`config.mk`:
```
export PLATFORM = sky130hd
export DESIGN_NAME = stack_code_keyword_assembler_flat
export DESIGN_NICKNAME = d
export VERILOG_FILES = /design/src/rtl/core/skwa_pkg.sv /design/src/rtl/core/skwa_stream_if.sv /design/src/rtl/core/skwa_scan.sv /design/src/rtl/core/skwa_out_queue.sv /design/src/rtl/core/stack_code_keyword_assembler.sv /design/src/flat_wrapper.sv
export SDC_FILE = /design/constraint.sdc
export NUM_CORES = 1
export LEC_CHECK = 0
export BUFFER_PORTS_ARGS = -buffer_cell sky130_fd_sc_hd__buf_2
export CAP_MARGIN = 20
export CORE_UTILIZATION = 45
export DETAILED_ROUTE_END_ITERATION = 16
export PLACE_DENSITY = 0.65
export SLEW_MARGIN = 0
export SYNTH_ARGS = -nofsm -noshare
export SYNTH_HDL_FRONTEND = slang
export SYNTH_HIERARCHICAL = 1
export SYNTH_SLANG_ARGS = --single-unit
```
`constraint.sdc`:
```
create_clock -name i_clk -period 6.9 [get_ports i_clk]
set_clock_uncertainty 0.05 [all_clocks]
set_input_delay 1.035 -clock i_clk [delete_from_list [all_inputs] [get_ports i_clk]]
set_output_delay 1.035 -clock i_clk [all_outputs]
set_load 0.005 [all_outputs]
```
`src/rtl/core/skwa_pkg.sv`:
```
// Package for the stack code keyword assembler.
// Holds item types, status and kind codes, character codes and keyword tables.
// No dependencies.
package skwa_pkg;

    typedef struct packed {
        logic [7:0] symbol;
        logic       finish;
    } t_in_item;

    typedef struct packed {
        logic       kind;
        logic [7:0] code_byte;
        logic [1:0] status;
        logic [7:0] code_count;
        logic       last;
    } t_out_item;

    // Results produced by one accepted item, in delivery order.
    typedef struct packed {
        logic [1:0] count;
        t_out_item  first;
        t_out_item  second;
    } t_emit;

    localparam logic KIND_CODE   = 1'b0;
    localparam logic KIND_STATUS = 1'b1;

    localparam logic [1:0] ST_OK       = 2'd0;
    localparam logic [1:0] ST_BAD_CAP  = 2'd1;
    localparam logic [1:0] ST_TOO_LONG = 2'd2;
    localparam logic [1:0] ST_NO_SPACE = 2'd3;

    localparam logic [7:0] CH_NUL   = 8'h00;
    localparam logic [7:0] CH_TAB   = 8'h09;
    localparam logic [7:0] CH_LF    = 8'h0A;
    localparam logic [7:0] CH_VT    = 8'h0B;
    localparam logic [7:0] CH_FF    = 8'h0C;
    localparam logic [7:0] CH_CR    = 8'h0D;
    localparam logic [7:0] CH_SPACE = 8'h20;
    localparam logic [7:0] CH_PLUS  = 8'h2B;
    localparam logic [7:0] CH_MINUS = 8'h2D;
    localparam logic [7:0] CH_ZERO  = 8'h30;
    localparam logic [7:0] CH_NINE  = 8'h39;
    localparam logic [7:0] CH_SEMI  = 8'h3B;

    localparam int KW_NUM = 5;
    localparam int KW_LOAD = 0;
    localparam int KW_CONST = 1;

    localparam logic [1:0] AWAIT_NONE  = 2'd0;
    localparam logic [1:0] AWAIT_LOAD  = 2'd1;
    localparam logic [1:0] AWAIT_CONST = 2'd2;

    localparam logic [7:0] OP_LOAD   = 8'h00;
    localparam logic [7:0] OP_CONST  = 8'h20;
    localparam logic [4:0] KW_ALL    = 5'h1F;
    localparam logic [2:0] KW_POS_MAX = 3'd7;

    // Keyword spellings, padded with zero bytes to eight positions.
    localparam logic [7:0] KW_CHAR [KW_NUM][8] = '{
        '{8'h6C, 8'h6F, 8'h61, 8'h64, 8'h00, 8'h00, 8'h00, 8'h00},  // load
        '{8'h63, 8'h6F, 8'h6E, 8'h73, 8'h74, 8'h00, 8'h00, 8'h00},  // const
        '{8'h61, 8'h64, 8'h64, 8'h00, 8'h00, 8'h00, 8'h00, 8'h00},  // add
        '{8'h73, 8'h75, 8'h62, 8'h00, 8'h00, 8'h00, 8'h00, 8'h00},  // sub
        '{8'h72, 8'h65, 8'h74, 8'h75, 8'h72, 8'h6E, 8'h00, 8'h00}   // return
    };

    localparam logic [2:0] KW_LEN [KW_NUM] = '{3'd4, 3'd5, 3'd3, 3'd3, 3'd6};

    localparam logic [7:0] KW_CODE [KW_NUM] = '{8'h00, 8'h20, 8'h30, 8'h40, 8'h50};

    localparam int QUEUE_DEPTH = 4;

endpackage

```
`src/rtl/core/skwa_stream_if.sv`:
```
// Valid/ready stream interface used for the input and result channels.
// The payload type is a parameter; no other dependencies.
interface skwa_stream_if #(
    parameter type T = logic
) ();
    logic valid;
    logic ready;
    T     data;

    modport source (output valid, output data, input ready);
    modport sink   (input valid, input data, output ready);
endinterface

```
`src/rtl/core/skwa_scan.sv`:
```
// Scanner for the keyword assembler: token state, keyword match, argument decode.
// Produces up to two results per accepted item. Depends on skwa_pkg.
module skwa_scan #(
    parameter int MAX_TEXT = 256
) (
    input  logic              i_clk,
    input  logic              i_rst_n,
    input  logic              i_cfg_we,
    input  logic [7:0]        i_cfg_wdata,
    input  logic              i_accept,
    input  skwa_pkg::t_in_item i_item,
    output skwa_pkg::t_emit   o_emit
);
    import skwa_pkg::*;

    localparam int TL_W = $clog2(MAX_TEXT + 1);
    localparam logic [TL_W-1:0] TL_MAX = TL_W'(MAX_TEXT);

    typedef enum logic [2:0] {
        PH_BETWEEN,
        PH_WORD,
        PH_ARG_LEAD,
        PH_ARG_DIGITS,
        PH_ARG_DONE
    } t_phase;

    logic [7:0]      r_cap;
    logic [TL_W-1:0] r_len,   n_len;
    t_phase          r_phase, n_phase;
    logic [4:0]      r_cand,  n_cand;
    logic [2:0]      r_pos,   n_pos;
    logic [1:0]      r_await, n_await;
    logic            r_neg,   n_neg;
    logic [3:0]      r_nib,   n_nib;
    logic [7:0]      r_count, n_count;
    logic            r_exh,   n_exh;
    logic            r_term,  n_term;

    logic            do_end;
    logic            emit_req;
    logic [7:0]      emit_byte;
    logic            em_valid;
    logic            found;
    logic [3:0]      arg_val;
    logic            is_sep;
    logic            is_digit;
    logic [1:0]      st;
    t_phase          ph;
    t_out_item       code_item;
    t_out_item       stat_item;

    assign is_sep = (i_item.symbol == CH_SPACE) || (i_item.symbol == CH_TAB) ||
                    (i_item.symbol == CH_LF) || (i_item.symbol == CH_CR) ||
                    (i_item.symbol == CH_SEMI);
    assign is_digit = (i_item.symbol >= CH_ZERO) && (i_item.symbol <= CH_NINE);

    always_comb begin
        n_len     = r_len;
        n_phase   = r_phase;
        n_cand    = r_cand;
        n_pos     = r_pos;
        n_await   = r_await;
        n_neg     = r_neg;
        n_nib     = r_nib;
        n_count   = r_count;
        n_exh     = r_exh;
        n_term    = r_term;
        do_end    = 1'b0;
        emit_req  = 1'b0;
        emit_byte = 8'h00;
        em_valid  = 1'b0;
        found     = 1'b0;
        arg_val   = 4'h0;
        ph        = r_phase;
        st        = ST_OK;

        if (i_accept) begin
            if (i_item.finish) begin
                do_end = !r_term;
            end else if (!r_term) begin
                if (i_item.symbol == CH_NUL) begin
                    n_term = 1'b1;
                    do_end = 1'b1;
                end else begin
                    if (r_len < TL_MAX) begin
                        n_len = r_len + 1'b1;
                    end
                    if (is_sep) begin
                        do_end = 1'b1;
                    end else begin
                        // Token character: the first one picks word or argument.
                        if (ph == PH_BETWEEN) begin
                            ph = (r_await != AWAIT_NONE) ? PH_ARG_LEAD : PH_WORD;
                        end
                        n_phase = ph;
                        case (ph)
                            PH_WORD: begin
                                for (int i = 0; i < KW_NUM; i++) begin
                                    if (r_pos >= KW_LEN[i] ||
                                        i_item.symbol != KW_CHAR[i][r_pos]) begin
                                        n_cand[i] = 1'b0;
                                    end
                                end
                                if (r_pos < KW_POS_MAX) begin
                                    n_pos = r_pos + 1'b1;
                                end
                            end
                            PH_ARG_LEAD: begin
                                if (i_item.symbol == CH_VT || i_item.symbol == CH_FF) begin
                                    n_phase = PH_ARG_LEAD;
                                end else if (i_item.symbol == CH_PLUS ||
                                             i_item.symbol == CH_MINUS) begin
                                    n_neg   = (i_item.symbol == CH_MINUS);
                                    n_phase = PH_ARG_DIGITS;
                                end else if (is_digit) begin
                                    n_nib   = {r_nib[0], 3'b000} + {r_nib[2:0], 1'b0} +
                                              i_item.symbol[3:0];
                                    n_phase = PH_ARG_DIGITS;
                                end else begin
                                    n_phase = PH_ARG_DONE;
                                end
                            end
                            PH_ARG_DIGITS: begin
                                if (is_digit) begin
                                    n_nib = {r_nib[0], 3'b000} + {r_nib[2:0], 1'b0} +
                                            i_item.symbol[3:0];
                                end else begin
                                    n_phase = PH_ARG_DONE;
                                end
                            end
                            default: begin
                                n_phase = ph;
                            end
                        endcase
                    end
                end
            end

            if (do_end) begin
                if (r_phase == PH_WORD) begin
                    for (int i = 0; i < KW_NUM; i++) begin
                        if (!found && r_cand[i] && r_pos == KW_LEN[i]) begin
                            found = 1'b1;
                            if (i == KW_LOAD) begin
                                n_await = AWAIT_LOAD;
                            end else if (i == KW_CONST) begin
                                n_await = AWAIT_CONST;
                            end else begin
                                emit_req  = 1'b1;
                                emit_byte = KW_CODE[i];
                            end
                        end
                    end
                end else if (r_phase != PH_BETWEEN) begin
                    arg_val   = r_neg ? (4'h0 - r_nib) : r_nib;
                    emit_byte = ((r_await == AWAIT_CONST) ? OP_CONST : OP_LOAD) |
                                {4'h0, arg_val};
                    emit_req  = 1'b1;
                    n_await   = AWAIT_NONE;
                end
                n_phase = PH_BETWEEN;
                n_cand  = KW_ALL;
                n_pos   = 3'd0;
                n_neg   = 1'b0;
                n_nib   = 4'h0;
            end

            // Emission is dropped once the text is too long or space ran out.
            if (emit_req && n_len < TL_MAX && !r_exh) begin
                if (r_count >= r_cap) begin
                    n_exh = 1'b1;
                end else begin
                    n_count  = r_count + 1'b1;
                    em_valid = 1'b1;
                end
            end

            if (r_cap == 8'd0) begin
                st = ST_BAD_CAP;
            end else if (n_len >= TL_MAX) begin
                st = ST_TOO_LONG;
            end else if (n_exh) begin
                st = ST_NO_SPACE;
            end else begin
                st = ST_OK;
            end
        end
    end

    always_comb begin
        code_item.kind       = KIND_CODE;
        code_item.code_byte  = emit_byte;
        code_item.status     = ST_OK;
        code_item.code_count = n_count;
        code_item.last       = !(i_accept && i_item.finish);
        stat_item.kind       = KIND_STATUS;
        stat_item.code_byte  = 8'h00;
        stat_item.status     = st;
        stat_item.code_count = n_count;
        stat_item.last       = 1'b1;

        o_emit.count  = {1'b0, em_valid} + {1'b0, i_accept && i_item.finish};
        o_emit.first  = em_valid ? code_item : stat_item;
        o_emit.second = stat_item;
    end

    always_ff @(posedge i_clk) begin
        if (!i_rst_n) begin
            r_cap   <= 8'hFF;
            r_len   <= '0;
            r_phase <= PH_BETWEEN;
            r_cand  <= KW_ALL;
            r_pos   <= 3'd0;
            r_await <= AWAIT_NONE;
            r_neg   <= 1'b0;
            r_nib   <= 4'h0;
            r_count <= 8'd0;
            r_exh   <= 1'b0;
            r_term  <= 1'b0;
        end else begin
            if (i_cfg_we) begin
                r_cap <= i_cfg_wdata;
            end
            if (i_accept && i_item.finish) begin
                r_len   <= '0;
                r_phase <= PH_BETWEEN;
                r_cand  <= KW_ALL;
                r_pos   <= 3'd0;
                r_await <= AWAIT_NONE;
                r_neg   <= 1'b0;
                r_nib   <= 4'h0;
                r_count <= 8'd0;
                r_exh   <= 1'b0;
                r_term  <= 1'b0;
            end else begin
                r_len   <= n_len;
                r_phase <= n_phase;
                r_cand  <= n_cand;
                r_pos   <= n_pos;
                r_await <= n_await;
                r_neg   <= n_neg;
                r_nib   <= n_nib;
                r_count <= n_count;
                r_exh   <= n_exh;
                r_term  <= n_term;
            end
        end
    end

    a_finish_clears: assert property (@(posedge i_clk) disable iff (!i_rst_n)
        (i_accept && i_item.finish) |=>
            (r_phase == PH_BETWEEN && r_count == 8'd0 && !r_term && !r_exh))
        else $error("scan state not cleared after finish");

    a_two_only_on_finish: assert property (@(posedge i_clk) disable iff (!i_rst_n)
        (o_emit.count == 2'd2) |-> (i_accept && i_item.finish))
        else $error("two results from an item that is not a finish");

    a_len_bound: assert property (@(posedge i_clk) disable iff (!i_rst_n)
        r_len <= TL_MAX)
        else $error("text length passed its saturation value");

endmodule

```
`src/rtl/core/skwa_out_queue.sv`:
```
// Result queue for the keyword assembler: takes up to two results per cycle
// and delivers one per transfer. Depends on skwa_pkg and skwa_stream_if.
module skwa_out_queue (
    input  logic             i_clk,
    input  logic             i_rst_n,
    input  skwa_pkg::t_emit  i_push,
    output logic             o_space_ok,
    skwa_stream_if.source    o_out
);
    import skwa_pkg::*;

    localparam int PTR_W = $clog2(QUEUE_DEPTH);
    localparam int CNT_W = $clog2(QUEUE_DEPTH + 1);
    localparam logic [CNT_W-1:0] CNT_ROOM = CNT_W'(QUEUE_DEPTH - 2);
    localparam logic [CNT_W-1:0] CNT_FULL = CNT_W'(QUEUE_DEPTH);

    t_out_item        r_mem [QUEUE_DEPTH];
    logic [PTR_W-1:0] r_wr,    n_wr;
    logic [PTR_W-1:0] r_rd,    n_rd;
    logic [CNT_W-1:0] r_count, n_count;
    logic             pop;

    // Room for two results is kept so a finish item never stalls mid-write.
    assign o_space_ok  = (r_count <= CNT_ROOM);
    assign o_out.valid = (r_count != '0);
    assign o_out.data  = r_mem[r_rd];
    assign pop         = o_out.valid && o_out.ready;

    always_comb begin
        n_wr    = r_wr + PTR_W'(i_push.count);
        n_rd    = r_rd + PTR_W'(pop);
        n_count = r_count + CNT_W'(i_push.count) - CNT_W'(pop);
    end

    always_ff @(posedge i_clk) begin
        if (i_push.count != 2'd0) begin
            r_mem[r_wr] <= i_push.first;
        end
        if (i_push.count == 2'd2) begin
            r_mem[r_wr + 1'b1] <= i_push.second;
        end
    end

    always_ff @(posedge i_clk) begin
        if (!i_rst_n) begin
            r_wr    <= '0;
            r_rd    <= '0;
            r_count <= '0;
        end else begin
            r_wr    <= n_wr;
            r_rd    <= n_rd;
            r_count <= n_count;
        end
    end

    a_count_bound: assert property (@(posedge i_clk) disable iff (!i_rst_n)
        r_count <= CNT_FULL)
        else $error("result queue overflow");

    a_push_has_room: assert property (@(posedge i_clk) disable iff (!i_rst_n)
        (i_push.count != 2'd0) |-> (r_count <= CNT_ROOM))
        else $error("results pushed without room");

    a_pop_drains: assert property (@(posedge i_clk) disable iff (!i_rst_n)
        (pop && i_push.count == 2'd0) |=> (r_count == $past(r_count) - 1'b1))
        else $error("queue count did not drop after a transfer");

endmodule

```
`src/rtl/core/stack_code_keyword_assembler.sv`:
```
// Top level of the stack code keyword assembler.
// Depends on skwa_pkg, skwa_stream_if, skwa_scan and skwa_out_queue.
//
//  Channel     Dir  Handshake          Payload
//  i_in        in   valid/ready        symbol[7:0], finish
//  o_out       out  valid/ready        kind, code_byte[7:0], status[1:0],
//                                      code_count[7:0], last
//  i_cfg_*     in   write enable only  code_capacity[7:0]
//
// One source item is taken per cycle; its results enter a four-entry result
// queue at that edge and the first one can be transferred the cycle after.
// A finish item may yield two results, delivered in two consecutive transfers.
// i_in.ready falls while the queue holds more than two results, so a stalled
// output side throttles the input. Reset is synchronous and needs no sweep.
module stack_code_keyword_assembler #(
    parameter int MAX_TEXT = 256
) (
    input  logic          i_clk,
    input  logic          i_rst_n,
    input  logic          i_cfg_we,
    input  logic [7:0]    i_cfg_wdata,
    skwa_stream_if.sink   i_in,
    skwa_stream_if.source o_out
);
    import skwa_pkg::*;

    logic  accept;
    logic  space_ok;
    t_emit emit;

    assign i_in.ready = space_ok;
    assign accept     = i_in.valid && space_ok;

    skwa_scan #(
        .MAX_TEXT (MAX_TEXT)
    ) u_scan (
        .i_clk       (i_clk),
        .i_rst_n     (i_rst_n),
        .i_cfg_we    (i_cfg_we),
        .i_cfg_wdata (i_cfg_wdata),
        .i_accept    (accept),
        .i_item      (i_in.data),
        .o_emit      (emit)
    );

    skwa_out_queue u_queue (
        .i_clk      (i_clk),
        .i_rst_n    (i_rst_n),
        .i_push     (emit),
        .o_space_ok (space_ok),
        .o_out      (o_out)
    );

endmodule
```
`src/flat_wrapper.sv`:
```
// flat-port wrapper written by rule: the top's interface ports become plain ports
module stack_code_keyword_assembler_flat import skwa_pkg::*;
#(
    parameter int MAX_TEXT = 256
)
  (i_clk, i_rst_n, i_cfg_we, i_cfg_wdata, i_in_valid, i_in_data, i_in_ready, o_out_valid, o_out_data, o_out_ready);
  skwa_stream_if i_in_i ();
  skwa_stream_if o_out_i ();
  input  logic i_clk;
  input  logic i_rst_n;
  input  logic i_cfg_we;
  input  logic [7:0] i_cfg_wdata;
  input wire logic [$bits(i_in_i.valid)-1:0] i_in_valid;
  input wire logic [$bits(i_in_i.data)-1:0] i_in_data;
  output wire logic [$bits(i_in_i.ready)-1:0] i_in_ready;
  output wire logic [$bits(o_out_i.valid)-1:0] o_out_valid;
  output wire logic [$bits(o_out_i.data)-1:0] o_out_data;
  input wire logic [$bits(o_out_i.ready)-1:0] o_out_ready;
  assign i_in_i.valid = i_in_valid;
  assign i_in_i.data = i_in_data;
  assign i_in_ready = i_in_i.ready;
  assign o_out_valid = o_out_i.valid;
  assign o_out_data = o_out_i.data;
  assign o_out_i.ready = o_out_ready;
  stack_code_keyword_assembler #(.MAX_TEXT(MAX_TEXT)) u_core (.i_clk(i_clk), .i_rst_n(i_rst_n), .i_cfg_we(i_cfg_we), .i_cfg_wdata(i_cfg_wdata), .i_in(i_in_i), .o_out(o_out_i));
endmodule
```
=== Word-level counts from Yosys, hierarchy flattened ===
Memories as Yosys holds them, arrays and structs flattened. A register that Yosys moved wholly into a read port is not among the register bits.
Index checks and enable logic that the tools add are counted.

* Output and inout bits: 3
* Register bits: 33
* Memory bits (read-only): 0
* Bits in latches: 0
* Memories kept: 1
* Input port bits: 14
* Bits in writable memories: 80
* Word-level logic and storage cells: 57

{| class="wikitable"
|+ Memories
! memory !! depth !! bits a word !! read ports !! clocked after memory_dff !! write ports !! line !! text
|-
| u_core.u_queue.r_mem || 4 || 20 || 1 || 1 || 1 || skwa_out_queue.sv:17 || <nowiki>t_out_item r_mem [QUEUE_DEPTH];</nowiki>
|}

* $mul: 0
* Div/mod/pow operators: 0
* Shift operators: 0
* Eq/ne operators: 1
* Magnitude comparators: 4
* $add $sub $neg: 7
* Muxes and demuxes: 24
* Reduce and logical (&&, ||, !) cells: 12
* Bitwise gates (word level): 1

{| class="wikitable"
|+ Operators by type and width
! kind !! count
|-
| $mux 20 || 2
|-
| $mux 8 || 3
|-
| $reduce_or 20->1 || 1
|-
| $mux 1 || 12
|-
| $mux 2 || 6
|-
| $ge 9x9->1 const B || 1
|-
| $lt 9x9->1 const B || 1
|-
| $mux 9 || 1
|-
| $add 8x1->8 const B || 1
|-
| $ge 8x8->1 || 1
|-
| $logic_not 8->1 || 1
|-
| $logic_and 1x1->1 || 5
|-
| $add 3x2->3 || 1
|-
| $le 3x2->1 const B || 1
|-
| $reduce_bool 3->1 || 1
|-
| $sub 3x1->3 || 1
|-
| $add 1x1->2 || 1
|-
| $add 2x1->2 || 1
|-
| $add 2x1->2 const B || 1
|-
| $add 2x2->2 || 1
|-
| $eq 2x2->1 const B || 1
|-
| $logic_not 1->1 || 2
|-
| $reduce_bool 2->1 || 1
|-
| $reduce_or 2->1 || 1
|-
| $not 1->1 || 1
|}

=== Longest topological paths before layout ===
Gate-level depths: netlist (run 1).

* Word-level depth: 14
* Mapped depth: 17
* Gate-level depth less buffers: 14

=== Modules after synthesis ===
Netlist (run 1), hierarchy kept.

{| class="wikitable"
|+ By module, submodules not included
! module !! area an instance (µm²) !! sequential area each (µm²) !! cells an instance !! times used
|-
| skwa_scan || 3,579.7 || 900.9 || 478 || 1
|-
| skwa_out_queue || 679.4 || 260.2 || 55 || 1
|-
| stack_code_keyword_assembler || 10.0 || 0.0 || 2 || 1
|}

=== Worst setup path after synthesis (run 1) ===
Ideal clock, no wire load.

* Path type: input-to-reg
* Start point: input i_in_valid
* End point: register u_core.u_queue.r_count[2]
* Arrival time: 3.283 ns
* Required time: 6.736 ns
* Stages on the path: 14
* Path slack: 3.454 ns
* Path buffers: 2
* Library setup time: 0.114 ns
* Cell sequence: and2_1 -> nand2b_1 -> clkbuf_1 -> a31oi_1 -> nand4_1 -> inv_1 -> ha_1 -> buf_2 -> inv_1 -> ha_1 -> inv_1 -> fa_1 -> xnor3_1 -> nor2b_1

{| class="wikitable"
|+ RTL lines
! what !! line !! text
|-
| start, declared || flat_wrapper.sv:13 || <nowiki>input wire logic [$bits(i_in_i.valid)-1:0] i_in_valid;</nowiki>
|-
| end signal, assigned || skwa_out_queue.sv:52 || <nowiki>r_count <= n_count;</nowiki>
|-
| end, declared || skwa_out_queue.sv:20 || <nowiki>logic [CNT_W-1:0] r_count, n_count;</nowiki>
|}

==> results of run 1 <==
-- metrics by stage --
stage	hold slack [ns]	cell area (um2)
after floorplan	0.387	3730
after global placement	0.413	3810
after detailed placement	0.419	3810
after CTS	0.437	3920
after global routing	0.459	3920
final	0.439	3920
-- routing by layer --
layer  up-vias  share of wire
met4         0          0.012
met3         7          0.029
li1       1605              -
met5         -              0
met2        55           0.50
met1      1433           0.46
-- critical path, stage by stage, from the launching register on --
cell	delay [ns]
dfxtp_1	0.58
inv_1	0.18
ha_1	0.38
a22o_1	0.26
nand2_1	0.09
a31o_2	0.22
nand4_1	0.19
inv_1	0.14
ha_1	0.33
inv_1	0.08
ha_1	0.28
inv_1	0.05
fa_1	0.42
xnor3_1	0.18
nor2b_1	0.12
-- placed cells by master, fill, tap and decap left out, types with 3 or more instances in the layout --
cell type and n:
or4_1 3, a211oi_1 3, nor3_1 13, o31ai_1 4
or3_1 3, dfxtp_1 47, a31oi_1 10, nor2_1 33
nand3_1 13, nor2b_1 8, xor2_1 6, a21oi_1 25
mux2i_1 14, conb_1 40, clkbuf_8 5, inv_1 26
nor4_1 3, o21ai_0 18, nand2_1 48, xnor2_1 9
and3_1 4, o22ai_1 3, o211ai_1 8, and2_1 9
nand4_1 15, ha_1 21, nand2b_1 11, edfxtp_1 4
buf_2 16
-- worst max-delay path by stage --
stage,startpoint,endpoint,depth (start not counted)
6_report,u_core/u_scan/r_pos[1]$_SDFFE_PP0P_,u_core/u_queue/r_count[2]$_SDFF_PN0_,14
3_5_place_dp,i_in_valid,u_core/u_queue/r_count[2]$_SDFF_PN0_,13
2_1_floorplan,u_core/u_scan/r_pos[1]$_SDFFE_PP0P_,u_core/u_queue/r_count[2]$_SDFF_PN0_,17
4_1_cts,u_core/u_scan/r_pos[1]$_SDFFE_PP0P_,u_core/u_queue/r_count[2]$_SDFF_PN0_,14
5_1_grt,u_core/u_scan/r_pos[1]$_SDFFE_PP0P_,u_core/u_queue/r_count[2]$_SDFF_PN0_,14
3_3_place_gp,i_in_valid,u_core/u_queue/r_count[2]$_SDFF_PN0_,13
-- area by class of cell --
cell class | count | area (um2)
Clock inverter | 3 | 38.8
Multi-Input combinational cell | 373 | 2450
Inverter | 26 | 97.6
Sequential cell | 51 | 1060
Fill cell | 775 | 3800
Clock buffer | 5 | 68.8
Tap cell | 102 | 128
Timing Repair Buffer | 16 | 80.1
-- report_power, final --
| group | switching (uW) | leakage, uW | internal, uW | total [uW] |
|---|---|---|---|---|
| registers | 26.8 | 0.000424 | 321 | 348 |
| clock network | 97.6 | 0.0000556 | 106 | 204 |
| logic | 101 | 0.00107 | 82.7 | 184 |
==> flow_summary.ini, run 1 <==
[timing]
slew_headroom = 0.481
rsz0062_at_grt = no
fin_crit_ns = 3.62
tightest_slew_ns = 0.776
setup_viol_count_final = 0
setup_tns_ns = 0
maxSlewViolCount = 0
timing.final.ws_setup_ns = 3.28
hold_viol_final = 0
fmax_mhz = 276
period_share = 0.525

[clock_network]
htree_levels = 2
clkSinkCount = 51
post_cts_buffers = 0
cts_tree = yes
cts_root_buffer = clkbuf_8
clk_latency_ns = 0.30
numCtsBuffers = 5
cts.clk_slew.worst_paths_ns = 0.09
clockBufferDepth = 2
post_cts_resized = 0
postCtsHoldBufs = 0

[floorplanning]
dieArea_um2 = 8340
die_h_um = 91.3
core_um2 = 7730
fp.dieW_um = 91.3
initial_utilization = 0.465
rows = 32
ios = 17

[layout]
layout.nets = 509
fin_cells = 576
syn_to_final_growth_pct = 9.20
drive_above_1_share = 0.0886
diodes = 0
finish.utilization = 0.508

[synth]
syn_avg_cell_area_um2 = 8.13
postSynthCellCount = 442
syn_area_um2 = 3590
yosys_warnings = 6

[worst_setup_path]
worstReg2RegStart = u_core/u_scan/r_pos[1]$_SDFFE_PP0P_
criticalPathCategory = reg -> reg
setup.worst_path.start_class = flip-flop
reg2reg_depth = 14
worst_setup_path_end_kind = flip-flop
cp_max_fo = 13
reg2reg_slack_ns = 3.28
r2r-end = u_core/u_queue/r_count[2]$_SDFF_PN0_
cp_data_required_time_ns = 7.09
worstPathArrival_ns = 3.81

[global_routing]
grt_use_met3 = 0.0251
grt_most_used_layer = met2
grt_pass1_wl_um = 12900
overflow = 0
grt_use_total = 0.188
grt_pass1_vias = 2880
antenna_found_initial = 0
use_met1 = 0.233
grt_max_degree = 24
grt_use_met2 = 0.334

[pwr]
power_leakage_uw = 0.00155
p_total_uw = 735
power_density_nw_per_um2 = 187
max-vdd-ir-drop_mv = 0.0794

[place]
place.gp.congestion = 0.861
dp.cells = 568
pre_cts_ws_ns = 3.20
io_buffers = 16
hpwl_um = 5590

[min_path]
min-delay-start = u_core/u_scan/r_count[7]$_SDFF_PP0_
hp-class = reg -> reg
min_to = u_core/u_scan/r_count[7]$_SDFF_PP0_
min_path_cells = 2

[job]
cap_violations = 0

[detailed_routing]
finalWirelength_um = 7500
vias = 3100
drt_iter0_drc = 144
wl_per_cell_um = 13.0
first_pass_iters = 4
antenna_left = 0
drc_errors = 0
vias_per_cell = 5.38

[status]
status = completed
No activity file was read; power rests on OpenSTA's default activity.
==> inputs of run 2 (changes only) <==
Settings changed: ABC_AREA set to 1, PLACE_DENSITY 0.65 to 0.67.
Clock period 6.9 ns to 3.1 ns, I/O delays scaled along.
==> run 2 against run 1 <==
Against the previous run: combinational power grew to 3.1 times the previous value; die area grew 3.7%; register-to-register slack worse by 3.1 ns; sequential cell count unchanged; cell count is 23% higher; sequential power rose by 120%; clock power increased by 140%; count of clock-buffer cells in the layout grew 1; highest routed layer unchanged.
==> flow_summary.ini, run 2 <==
[status]
status = completed

[pwr]
sequentialPowerShare = 0.422
swShare = 0.344
clock_power_share = 0.269
power_leakage_uw = 0.00205
p_switching_uw = 626
p_total_uw = 1820
internal_power_uw = 1190
power_density_nw_per_um2 = 413
pwr-share-comb = 0.309
max-vdd-ir-drop_mv = 0.399

[layout]
most-common-layout-cells = 129 x nand2_1, 66 x inv_1, 43 x dfxtp_1
mostFrequentLayoutCell = nand2_1
ff_latch_area_um2 = 1070
multi_input_area_um2 = 2500
drive_above_1_share = 0.198
finish.utilization = 0.558
syn_to_final_growth_pct = 18.1
layout.nets = 640
fillers = 762
diodes = 0

[synth]
postSynthCellCount = 539
syn_area_um2 = 3730
syn_avg_cell_area_um2 = 6.92
yosys_warnings = 6

[floorplanning]
ios = 17
fp.dieW_um = 93.0
rows = 32
core_um2 = 7890
die_h_um = 93.0
initial_utilization = 0.473
dieArea_um2 = 8660

[worst_setup_path]
cp_max_fo = 2
worstSetupEndpoint = u_core/u_queue/r_count[2]$_SDFF_PN0_
path_cells = inv_1, ha_1, a21oi_1, o21a_1, nand3_4, nor2_4, nand3_4, nor2_8, buf_6, ha_4, inv_2, ha_1, inv_1, fa_2, xor2_2, nand2_1, nand2_1, nor2_1
worst_setup_path_end_kind = flip-flop
slowest_delay_ns = 0.35
reg2reg_slack_ns = 0.14
slowest_stage = fa_2
worstPathArrival_ns = 3.16
reg2reg_depth = 18
cp_data_required_time_ns = 3.29
r2r-end = u_core/u_queue/r_count[2]$_SDFF_PN0_
criticalPathCategory = reg -> reg
cp-startpoint = u_core/u_scan/r_cap[5]$_SDFFE_PN1P_
worstReg2RegStart = u_core/u_scan/r_cap[5]$_SDFFE_PN1P_
setup.worst_path.start_class = flip-flop

[timing]
slew_headroom = 0.647
fmax_mhz = 337
hold_viol_final = 0
maxSlewViolCount = 0
timing.final.ws_setup_ns = 0.135
setup_viol_count_final = 0
setup_tns_ns = 0
period_share = 0.956
tightest_slew_ns = 0.528
fin_crit_ns = 2.96

[detailed_routing]
antenna_left = 0
vias_per_cell = 4.95
finalWirelength_um = 8160
first_pass_iters = 4
vias = 3497
drt_iter0_drc = 130
drc_errors = 0
wl_per_cell_um = 11.5

[clock_network]
clkSinkCount = 51
htree_levels = 2
cts_root_buffer = clkbuf_8
cts.clk_slew.worst_paths_ns = 0.10
cts_tree = yes
clockBufferDepth = 2
postCtsHoldBufs = 0
numCtsBuffers = 5
clk_latency_ns = 0.30

[min_path]
hp-class = in -> reg

[global_routing]
grt_max_degree = 17
antenna_found_initial = 0
grt_pass1_vias = 3241
grt_pass1_wl_um = 13900
grt_use_total = 0.196
overflow = 0

[place]
place.gp.congestion = 0.932
hpwl_um = 6250
io_buffers = 16
pre_cts_ws_ns = 0.0377

[job]
cap_violations = 0
## run 2: how the worst min path moves through the flow
stage	start	to	slack (ns)	cells after the start
after CTS	i_cfg_wdata[3]	u_core/u_scan/r_cap[3]$_SDFFE_PN1P_	0.31	3
after floorplan	u_core/u_scan/r_cand[2]$_SDFFE_PP1P_	u_core/u_scan/r_cand[2]$_SDFFE_PP1P_	0.37	2
final	i_cfg_wdata[6]	u_core/u_scan/r_cap[6]$_SDFFE_PN1P_	0.33	3
after detailed placement	u_core/u_scan/r_cand[3]$_SDFFE_PP1P_	u_core/u_scan/r_cand[3]$_SDFFE_PP1P_	0.39	2
after global routing	i_cfg_wdata[6]	u_core/u_scan/r_cap[6]$_SDFFE_PN1P_	0.32	3
after global placement	u_core/u_scan/r_cand[4]$_SDFFE_PP1P_	u_core/u_scan/r_cand[4]$_SDFFE_PP1P_	0.39	2
## run 2: metrics by stage
stage	cells	hold WS [ns]	instance area, um2
after floorplan	568	0.369	3840
after global placement	694	0.387	4120
after detailed placement	694	0.390	4120
after CTS	702	0.312	4240
after global routing	707	0.321	4400
final	707	0.326	4400
## run 2: metal layers
metal	routed length, um	global-route usage	share of wire
met1	3860	0.257	0.47
met2	3800	0.339	0.47
met3	350	0.0220	0.043
met4	145	0.0577	0.018
met5	0	0	0
## run 2: cell type report
class	instances	share of cell area
Multi-Input combinational cell	423	0.568
Sequential cell	51	0.243
Inverter	81	0.0696
Timing Repair Buffer	42	0.0634
Tap cell	102	0.0290
Clock buffer	6	0.0188
Clock inverter	2	0.00881
## run 2: critical path: cells and delay by family, from the launching register on
kind | cells | cell delay (ns)
xor+xnor | 1 | 0.19
fa+ha+maj | 4 | 1.06
compound gates | 2 | 0.35
flops | 1 | 0.32
buf+inv | 4 | 0.25
simple gates | 7 | 0.69
## run 2: power groups by stage
stage / combinational [uW] / sequential [uW] / clock [uW]
after global placement: 509 / 779 / 0
final: 562 / 768 / 489
after global routing: 641 / 775 / 538
after detailed placement: 515 / 781 / 0
after CTS: 519 / 766 / 506
after floorplan: 389 / 769 / 0
## run 2: timing repair
action / 4_1_cts / 5_1_grt
pin swaps: 0 / 14
endpoints found under the hold margin: 0 / 0
resized for setup: 1 / 26
setup endpoints to repair: 1 / 2
setup buffers: 0 / 5
==> inputs of run 3 (changes only) <==
Settings changed: CORE_UTILIZATION 45 to 50, PLACE_DENSITY 0.67 to 0.73.
==> run 3 against run 2 <==
Against the previous run: non-clock buffer count unchanged; power down 5.8%; first-iteration DRC count down 2.3%; worst hold slack worse by 0.0086 ns; routed wire length down 4.0%; register-to-register slack about the same; critical path type unchanged; critical endpoint unchanged.
==> flow_summary.ini, run 3 (synthesized netlist as in run 2, its figures left out) <==
[status]
status = completed

[clock_network]
clk_latency_ns = 0.30
cts_root_buffer = clkbuf_8
clockBufferDepth = 2
cts.clk_slew.worst_paths_ns = 0.10
numCtsBuffers = 5
cts_tree = yes
htree_levels = 2
postCtsHoldBufs = 0
clkSinkCount = 51

[worst_setup_path]
worst_setup_path_end_kind = flip-flop
path_cells = inv_1, ha_1, nand2_1, nor2_2, nand4_1, nand3_4, nor2_4, nand3_4, nor2_8, buf_4, ha_1, ha_2, fa_2, xor2_2, nand2_1, nand2_1, nor2_1
worstPathArrival_ns = 3.12
cp_max_fo = 3
setup.worst_path.start_class = flip-flop
slowest_delay_ns = 0.35
crit_top_cell = nand2_1
worstReg2RegStart = u_core/u_scan/r_cap[5]$_SDFFE_PN1P_
criticalPathCategory = reg -> reg
slowest_stage = fa_2
r2r-end = u_core/u_queue/r_count[2]$_SDFF_PN0_
reg2reg_depth = 17
cp_data_required_time_ns = 3.26
reg2reg_slack_ns = 0.14

[floorplanning]
core_um2 = 7210
dieArea_um2 = 7810
fp.dieW_um = 88.4
ios = 17
rows = 31
initial_utilization = 0.517
die_h_um = 88.4

[layout]
mostFrequentLayoutCell = nand2_1
most-common-layout-cells = 129 x nand2_1, 69 x inv_1, 44 x dfxtp_1
fillers = 680
design_area_um2 = 4330
diodes = 0
layout.nets = 640
syn_to_final_growth_pct = 16.1
fin_cells = 703
drive_above_1_share = 0.190

[pwr]
max-vdd-ir-drop_mv = 0.403
internal_power_uw = 1100
power_density_nw_per_um2 = 396
p_total_uw = 1710
clock_power_share = 0.233
sequentialPowerShare = 0.447
pwr-share-comb = 0.320
swShare = 0.357
power_leakage_uw = 0.00204
p_switching_uw = 612

[min_path]
min-delay-start = i_cfg_wdata[6]
min_to = u_core/u_scan/r_cap[6]$_SDFFE_PN1P_
min_path_cells = 3
hp-class = in -> reg

[detailed_routing]
drc_errors = 0
vias_per_cell = 5.00
finalWirelength_um = 7830
antenna_left = 0
wl_per_cell_um = 11.1
first_pass_iters = 4
vias = 3517
drt_iter0_drc = 127

[timing]
fmax_mhz = 338
hold_ws_ns = 0.317
fin_crit_ns = 2.96
setup_viol_count_final = 0
hold_viol_final = 0
period_share = 0.953
maxSlewViolCount = 0

[global_routing]
grt_use_total = 0.219
overflow = 0
grt_pass1_vias = 3238
grt_max_degree = 17
antenna_found_initial = 0
grt_pass1_wl_um = 13800

[place]
placed_area_um2 = 4110
hpwl_um = 6220
place.gp.congestion = 0.928
dp.cells = 691
io_buffers = 16

[job]
cap_violations = 0
[run 3: cell types whose count changed in the layout (fill, tap and decap cells not counted), moves of 2 or more]
cell / change
inv_1: +3
ha_4: -4
inv_2: -3
dfxtp_2: -2
ha_2: +3
[run 3: metrics by stage]
step | setup WS (ns) | setup TNS, ns | utilization
after floorplan | 0.0483 | 0 | -
after global placement | 0.111 | 0 | 0.570
after detailed placement | 0.0100 | 0 | 0.570
after CTS | 0.0251 | 0 | 0.583
after global routing | -0.0169 | -0.0169 | 0.600
final | 0.145 | 0 | 0.600
[run 3: worst max-delay path, delay by kind of cell (launching register included)]
kind	cells	cell delay, ns
simple gates	10	0.93
buf+inv	2	0.20
xor+xnor	1	0.19
fa+ha+maj	4	1.15
flops	1	0.32
[run 3: repair_timing]
| action | 4_1_cts | 5_1_grt |
|---|---|---|
| gates resized for setup | 2 | 19 |
| setup endpoints to repair | 1 | 1 |
| setup buffers | 0 | 5 |
| pin swaps | 0 | 6 |
[run 3: final cells by class]
cell class                      count  area [um2]  share of cell area
Multi-Input combinational cell    423        2460               0.569
Clock buffer                        6        82.6              0.0191
Clock inverter                      1        8.76             0.00202
Tap cell                           99         124              0.0286
Timing Repair Buffer               42         275              0.0636
Sequential cell                    51        1070               0.247
Inverter                           81         307              0.0708
[run 3: worst max path at each step]
stage / start / to
4_1_cts: u_core/u_scan/r_cap[1]$_SDFFE_PN1P_ / u_core/u_queue/r_count[2]$_SDFF_PN0_
5_1_grt: u_core/u_scan/r_cap[3]$_SDFFE_PN1P_ / u_core/u_queue/r_count[2]$_SDFF_PN0_
3_5_place_dp: u_core/u_scan/r_cap[5]$_SDFFE_PN1P_ / u_core/u_queue/r_count[2]$_SDFF_PN0_
3_3_place_gp: u_core/u_scan/r_cap[7]$_SDFFE_PN1P_ / u_core/u_queue/r_count[2]$_SDFF_PN0_
2_1_floorplan: u_core/u_scan/r_count[2]$_SDFF_PP0_ / u_core/u_queue/r_count[2]$_SDFF_PN0_
6_report: u_core/u_scan/r_cap[5]$_SDFFE_PN1P_ / u_core/u_queue/r_count[2]$_SDFF_PN0_
[run 3: power groups by stage]
stage	clock network [uW]	registers [uW]	logic (uW)
global placement	0	777	502
global route	437	775	627
CTS	408	767	517
finish	400	766	548
floorplan	0	769	389
detailed placement	0	782	513
[run 3: routing by layer]
metal  vias to the layer above  routed length (um)  track usage  share of wire
met4                         0                  89       0.0513          0.011
met1                      1599                3770        0.280           0.48
met5                         -                   0            0              0
li1                       1856                   -            -              -
met2                        56                3770        0.388           0.48
met3                         6                 191       0.0326          0.024
